`src/rtl/afd_pkg.sv`:
```
// Shared types and constants for the altimeter frame deframer.
package afd_pkg;

    localparam int BYTE_W     = 8;
    localparam int OFFSET_W   = 16;
    localparam int HEIGHT_W   = 17;
    localparam int CFG_IDX_W  = 2;
    localparam int CFG_DATA_W = 16;
    localparam int HELD       = 5;
    localparam int FILL_W     = 3;

    localparam logic [FILL_W-1:0] FILL_FULL = 3'd5;

    localparam logic [CFG_IDX_W-1:0] REG_SYNC_BYTE     = 2'd0;
    localparam logic [CFG_IDX_W-1:0] REG_VALID_CODE    = 2'd1;
    localparam logic [CFG_IDX_W-1:0] REG_HEIGHT_OFFSET = 2'd2;

    localparam logic [BYTE_W-1:0]   SYNC_BYTE_RST     = 8'h7E;
    localparam logic [BYTE_W-1:0]   VALID_CODE_RST    = 8'h80;
    localparam logic [OFFSET_W-1:0] HEIGHT_OFFSET_RST = 16'd3000;

    typedef struct packed {
        logic [BYTE_W-1:0]   sync_byte;
        logic [BYTE_W-1:0]   valid_code;
        logic [OFFSET_W-1:0] height_offset;
    } afd_cfg_t;

    typedef struct packed {
        logic signed [HEIGHT_W-1:0] height_dm;
        logic                       height_valid;
    } afd_res_t;

endpackage

```
`src/rtl/afd_window.sv`:
```
// Six-byte window: holds five earlier bytes, checks for a frame, builds the result.
module afd_window
    import afd_pkg::*;
(
    input  logic              clk,
    input  logic              rst_n,
    input  logic              step,
    input  logic [BYTE_W-1:0] din,
    input  afd_cfg_t          cfg,
    output logic              hit,
    output afd_res_t          res
);

    logic [BYTE_W-1:0] bytes_reg [HELD];
    logic [BYTE_W-1:0] bytes_next [HELD];
    logic [FILL_W-1:0] fill_reg;
    logic [FILL_W-1:0] fill_next;

    logic                full;
    logic [BYTE_W+2:0]   sum;
    logic                match;
    logic [HEIGHT_W-1:0] diff;

    assign full = (fill_reg == FILL_FULL);
    assign sum  = (BYTE_W+3)'(bytes_reg[0]) + (BYTE_W+3)'(bytes_reg[1])
                + (BYTE_W+3)'(bytes_reg[2]) + (BYTE_W+3)'(bytes_reg[3])
                + (BYTE_W+3)'(bytes_reg[4]);
    assign match = (bytes_reg[0] == cfg.sync_byte) && (bytes_reg[1] == cfg.sync_byte)
                && (sum[BYTE_W-1:0] == din);
    assign hit = step && full && match;

    assign diff = {1'b0, bytes_reg[2], bytes_reg[3]} - {1'b0, cfg.height_offset};
    assign res.height_dm    = signed'(diff);
    assign res.height_valid = (bytes_reg[4] == cfg.valid_code);

    // Oldest byte sits at entry 0; filling and sliding are both a shift in at the top.
    always_comb
    begin
        bytes_next = bytes_reg;
        fill_next  = fill_reg;
        if (step)
        begin
            if (full && match)
            begin
                fill_next = '0;
            end
            else
            begin
                for (int i = 0; i < HELD - 1; i++)
                begin
                    bytes_next[i] = bytes_reg[i+1];
                end
                bytes_next[HELD-1] = din;
                if (!full)
                begin
                    fill_next = fill_reg + 1'b1;
                end
            end
        end
    end

    always_ff @(posedge clk or negedge rst_n)
    begin
        if (!rst_n)
        begin
            for (int i = 0; i < HELD; i++)
            begin
                bytes_reg[i] <= '0;
            end
            fill_reg <= '0;
        end
        else
        begin
            bytes_reg <= bytes_next;
            fill_reg  <= fill_next;
        end
    end

    assert property (@(posedge clk) disable iff (!rst_n) fill_reg <= FILL_FULL)
        else $error("fill count above window size");

    assert property (@(posedge clk) disable iff (!rst_n) hit |=> fill_reg == '0)
        else $error("window not emptied after frame");

    assert property (@(posedge clk) disable iff (!rst_n)
        (step && !full) |=> fill_reg == $past(fill_reg) + 1'b1)
        else $error("fill count did not advance while filling");

endmodule

```
`config.mk`:
```
export PLATFORM = sky130hd
export DESIGN_NAME = afd_window
export DESIGN_NICKNAME = d
export VERILOG_FILES = /design/src/rtl/afd_pkg.sv /design/src/rtl/afd_window.sv
export SDC_FILE = /design/constraint.sdc
export NUM_CORES = 1
export LEC_CHECK = 0
export ABC_AREA = 1
export ABC_CLOCK_PERIOD_IN_PS = 5800
export BUFFER_PORTS_ARGS = -buffer_cell sky130_fd_sc_hd__buf_2
export CORE_ASPECT_RATIO = 1.75
export CORE_UTILIZATION = 50
export DETAILED_ROUTE_END_ITERATION = 10
export GPL_TIMING_DRIVEN = 1
export PLACE_DENSITY = 0.79
export SLEW_MARGIN = 5
export SYNTH_ARGS = -nofsm -noshare
export SYNTH_HDL_FRONTEND = slang
export SYNTH_SLANG_ARGS = --single-unit
```
`constraint.sdc`:
```
create_clock -name clk -period 5.8 [get_ports clk]
set_input_delay 0.29 -clock clk [delete_from_list [all_inputs] [get_ports clk]]
set_output_delay 0.29 -clock clk [all_outputs]
set_load 0.01 [all_outputs]
```
==> flow_metrics.env <==
export IMPL_outcome="finished clean"
export IMPL_ys_types=38
export IMPL_slew_limit_headroom=0.3363
export IMPL_cap_violations=0
export IMPL_yosys_warnings=0
export IMPL_cts_buffer_depth=2
export IMPL_grt_ovfl_total=0
export IMPL_port_buffers=61
export IMPL_cts_resized=0
export IMPL_cts_hold_buffers=0
export IMPL_design_area_um2=4800
export IMPL_drt_wl_total_um=10740
export IMPL_worst_ir_drop_vdd_v=0.0001301
export IMPL_cpPeakStageDelay_ps=600
export IMPL_cp_num_buf_inv=3
export IMPL_critPathLaunchType="flop"
export IMPL_p_clk_frac=0.205
export IMPL_p_comb_frac=0.513
export IMPL_cts_buffers=5
export IMPL_path_cells="fa_1, fa_1, fa_1, ha_1, inv_1, fa_1, inv_1, nand3_1, nand2_1, nand2_1, nand3_1, nand3_1, nor3_4, nand3_1, nor2_1, buf_2"
export IMPL_netlist_area_um2=4328
export IMPL_grt_antenna_before_repair=0
export IMPL_power_density_nw_per_um2=284.6
export IMPL_grt_pass1_vias=4013
export IMPL_clkLatencyLatePin_ps=290
export IMPL_grtUsageTotal=0.2571
export IMPL_cts_setup_buffers=0
export IMPL_seqPwrFrac=0.282
export IMPL_core_area_um2=8368
export IMPL_vias=4113
export IMPL_largest_reg_flops=40
export IMPL_cp_max_fo=4
export IMPL_syn_nets=694
export IMPL_synth_top_area_share=0.2486
export IMPL_cts_num_sinks=43
export IMPL_seq_area_frac_synth=0.2486
export IMPL_syn_to_final_growth_pct=10.90
export IMPL_htree_levels=2
export IMPL_period_needed_ps=4607
export IMPL_clk_pin_slew_ps=60
export IMPL_viasPerCell=5.328
export IMPL_mostFrequentLayoutCell="nand2_1"
export IMPL_synth_flop_cell="dfrtp_1"
export IMPL_synthTopCellsByArea="dfrtp_1 25%, nand2_1 14%, nand3_1 12%, fa_1 9.7%, ha_1 7.5%"
export IMPL_dpl_cell_area_um2=4658
export IMPL_synth_seq_cells=43
export IMPL_setup_tns_final_ps=0
export IMPL_ios=62
export IMPL_fillers=786
export IMPL_timing_final_crit_share=0.7943
export IMPL_row_count=44
export IMPL_slew_viol_final=0
export IMPL_antennaDiodeCount=0
export IMPL_hold_viol=0
export IMPL_remaining_drc_errors=0
export IMPL_p_leak_uw=0.002742
export IMPL_cp_data_required_time_ps=5510
export IMPL_dieArea_um2=9047
export IMPL_setup_viol=0
export IMPL_grt_setup_unrepaired="no"
export IMPL_drive_gt1_frac=0.1461
export IMPL_grt_max_degree=46
export IMPL_finalNetCount=746
export IMPL_synth_edf_count=0
export IMPL_syn_area_per_cell_um2=7.165
export IMPL_hold_class="input port to asynchronous set/reset pin"
export IMPL_dr_pass1_iters=5
export IMPL_switching_share=0.4385
export IMPL_crit_type="flop to output pin"
export IMPL_netlist_instances=604
export IMPL_yosys_area_top_type="dfrtp_1"
export IMPL_fmax_ghz=0.2171
export IMPL_endpoint_kind="output pin"
export IMPL_tritoncts="built"
export IMPL_die_w_um=72.33
export IMPL_critPathTopFamily="adder cells"
export IMPL_critPathSlowestCell="fa_1"
export IMPL_switching_power_uw=599.1
export IMPL_cts_root_buf="clkbuf_16"
export IMPL_die_y_um=125.1
export IMPL_worst_pin_slew_ps=995.5
export IMPL_internal_power_uw=767.0
export IMPL_ant_nets=0
export IMPL_initial_core_util=0.5172
export IMPL_arrival_ps=4320
export IMPL_dp_hpwl_um=8413
export IMPL_grt_pass1_wl_um=18350
export IMPL_skew_ps=3.499
export IMPL_async_flop_share=1.000
export IMPL_final_cell_mix="157 x nand2_1, 107 x nand3_1, 78 x inv_1"
export IMPL_first_iter_violations=260
export IMPL_gp_congestion=0.9075
export IMPL_wl_per_cell_um=13.91
[cell usage after synthesis (7+ instances only)]
| cell | count |
|---|---|
| dfrtp_1 | 43 |
| buf_2 | 8 |
| ha_1 | 26 |
| xor2_1 | 21 |
| nor2_1 | 42 |
| o21ai_0 | 10 |
| a21oi_1 | 20 |
| nand2_2 | 10 |
| fa_1 | 21 |
| nand2_1 | 157 |
| xnor2_1 | 14 |
| inv_1 | 78 |
| nand4_1 | 7 |
| nand3_1 | 107 |
[power by group through the flow]
stage               combinational (µW)  sequential, µW  clock [µW]
floorplan                          537             375           0
global placement                   673             386           0
detailed placement                 696             390           0
CTS                                701             385         281
global route                       805             392         295
finish                             701             385         280
[through the flow]
stage / hold slack, ps / setup WS [ps] / utilization / instances / power (µW)
floorplan: -5.591 / 1914 / - / 604 / 912.2
global placement: 487.6 / 1523 / 0.5567 / 764 / 1060
detailed placement: 500.1 / 1441 / 0.5567 / 764 / 1086
CTS: 193.9 / 1203 / 0.5736 / 772 / 1367
global route: 233.6 / 958.1 / 0.5736 / 772 / 1491
finish: 150.0 / 1193 / 0.5736 / 772 / 1366
[area by class of cell]
class	instances	area [µm²]	share of cell area
inverters	81	304.0	0.06335
multi-input cells	462	2814	0.5863
repair buffers	63	320.3	0.06674
clock inverters	2	12.51	0.002607
clock buffers	6	128.9	0.02685
well taps	115	143.9	0.02998
flip-flops and latches	43	1076	0.2242
[worst paths after layout]
check,depth (start not counted),slack (ps),to,from
max,16,1190,hit,bytes_reg[1]$_DFFE_PN0P_
min,1,150,bytes_reg[31]$_DFFE_PN0P_,rst_n
max reg2reg,21,1380,bytes_reg[1]$_DFFE_PN0P_,bytes_reg[1]$_DFFE_PN0P_
min reg2reg,2,550,bytes_reg[38]$_DFFE_PN0P_,bytes_reg[38]$_DFFE_PN0P_
max in group asynchronous,1,5020,bytes_reg[0]$_DFFE_PN0P_,rst_n
min in group clk,3,270,bytes_reg[0]$_DFFE_PN0P_,din[0]
[per-layer routing]
| layer | share of wire | track usage | wire length [µm] |
|---|---|---|---|
| met2 | 0.53 | 0.4574 | 5671 |
| met5 | 0 | 0 | 0 |
| met3 | 0.044 | 0.02740 | 471 |
| met4 | 0.046 | 0.1453 | 498 |
| met1 | 0.38 | 0.2894 | 4098 |
[logic make-up after synthesis]
| kind of cell | Yosys count | synth area share |
|---|---|---|
| and+or+nand+nor | 342 | 0.3585 |
| buffers and inverters | 99 | 0.1012 |
| adders and majority gates | 47 | 0.1723 |
| DFF | 43 | 0.2486 |
| AOI/OAI and AO/OA | 38 | 0.04857 |
| xor gates and xnor gates | 35 | 0.07083 |
Note: power is estimated with default switching activity, not from simulation.
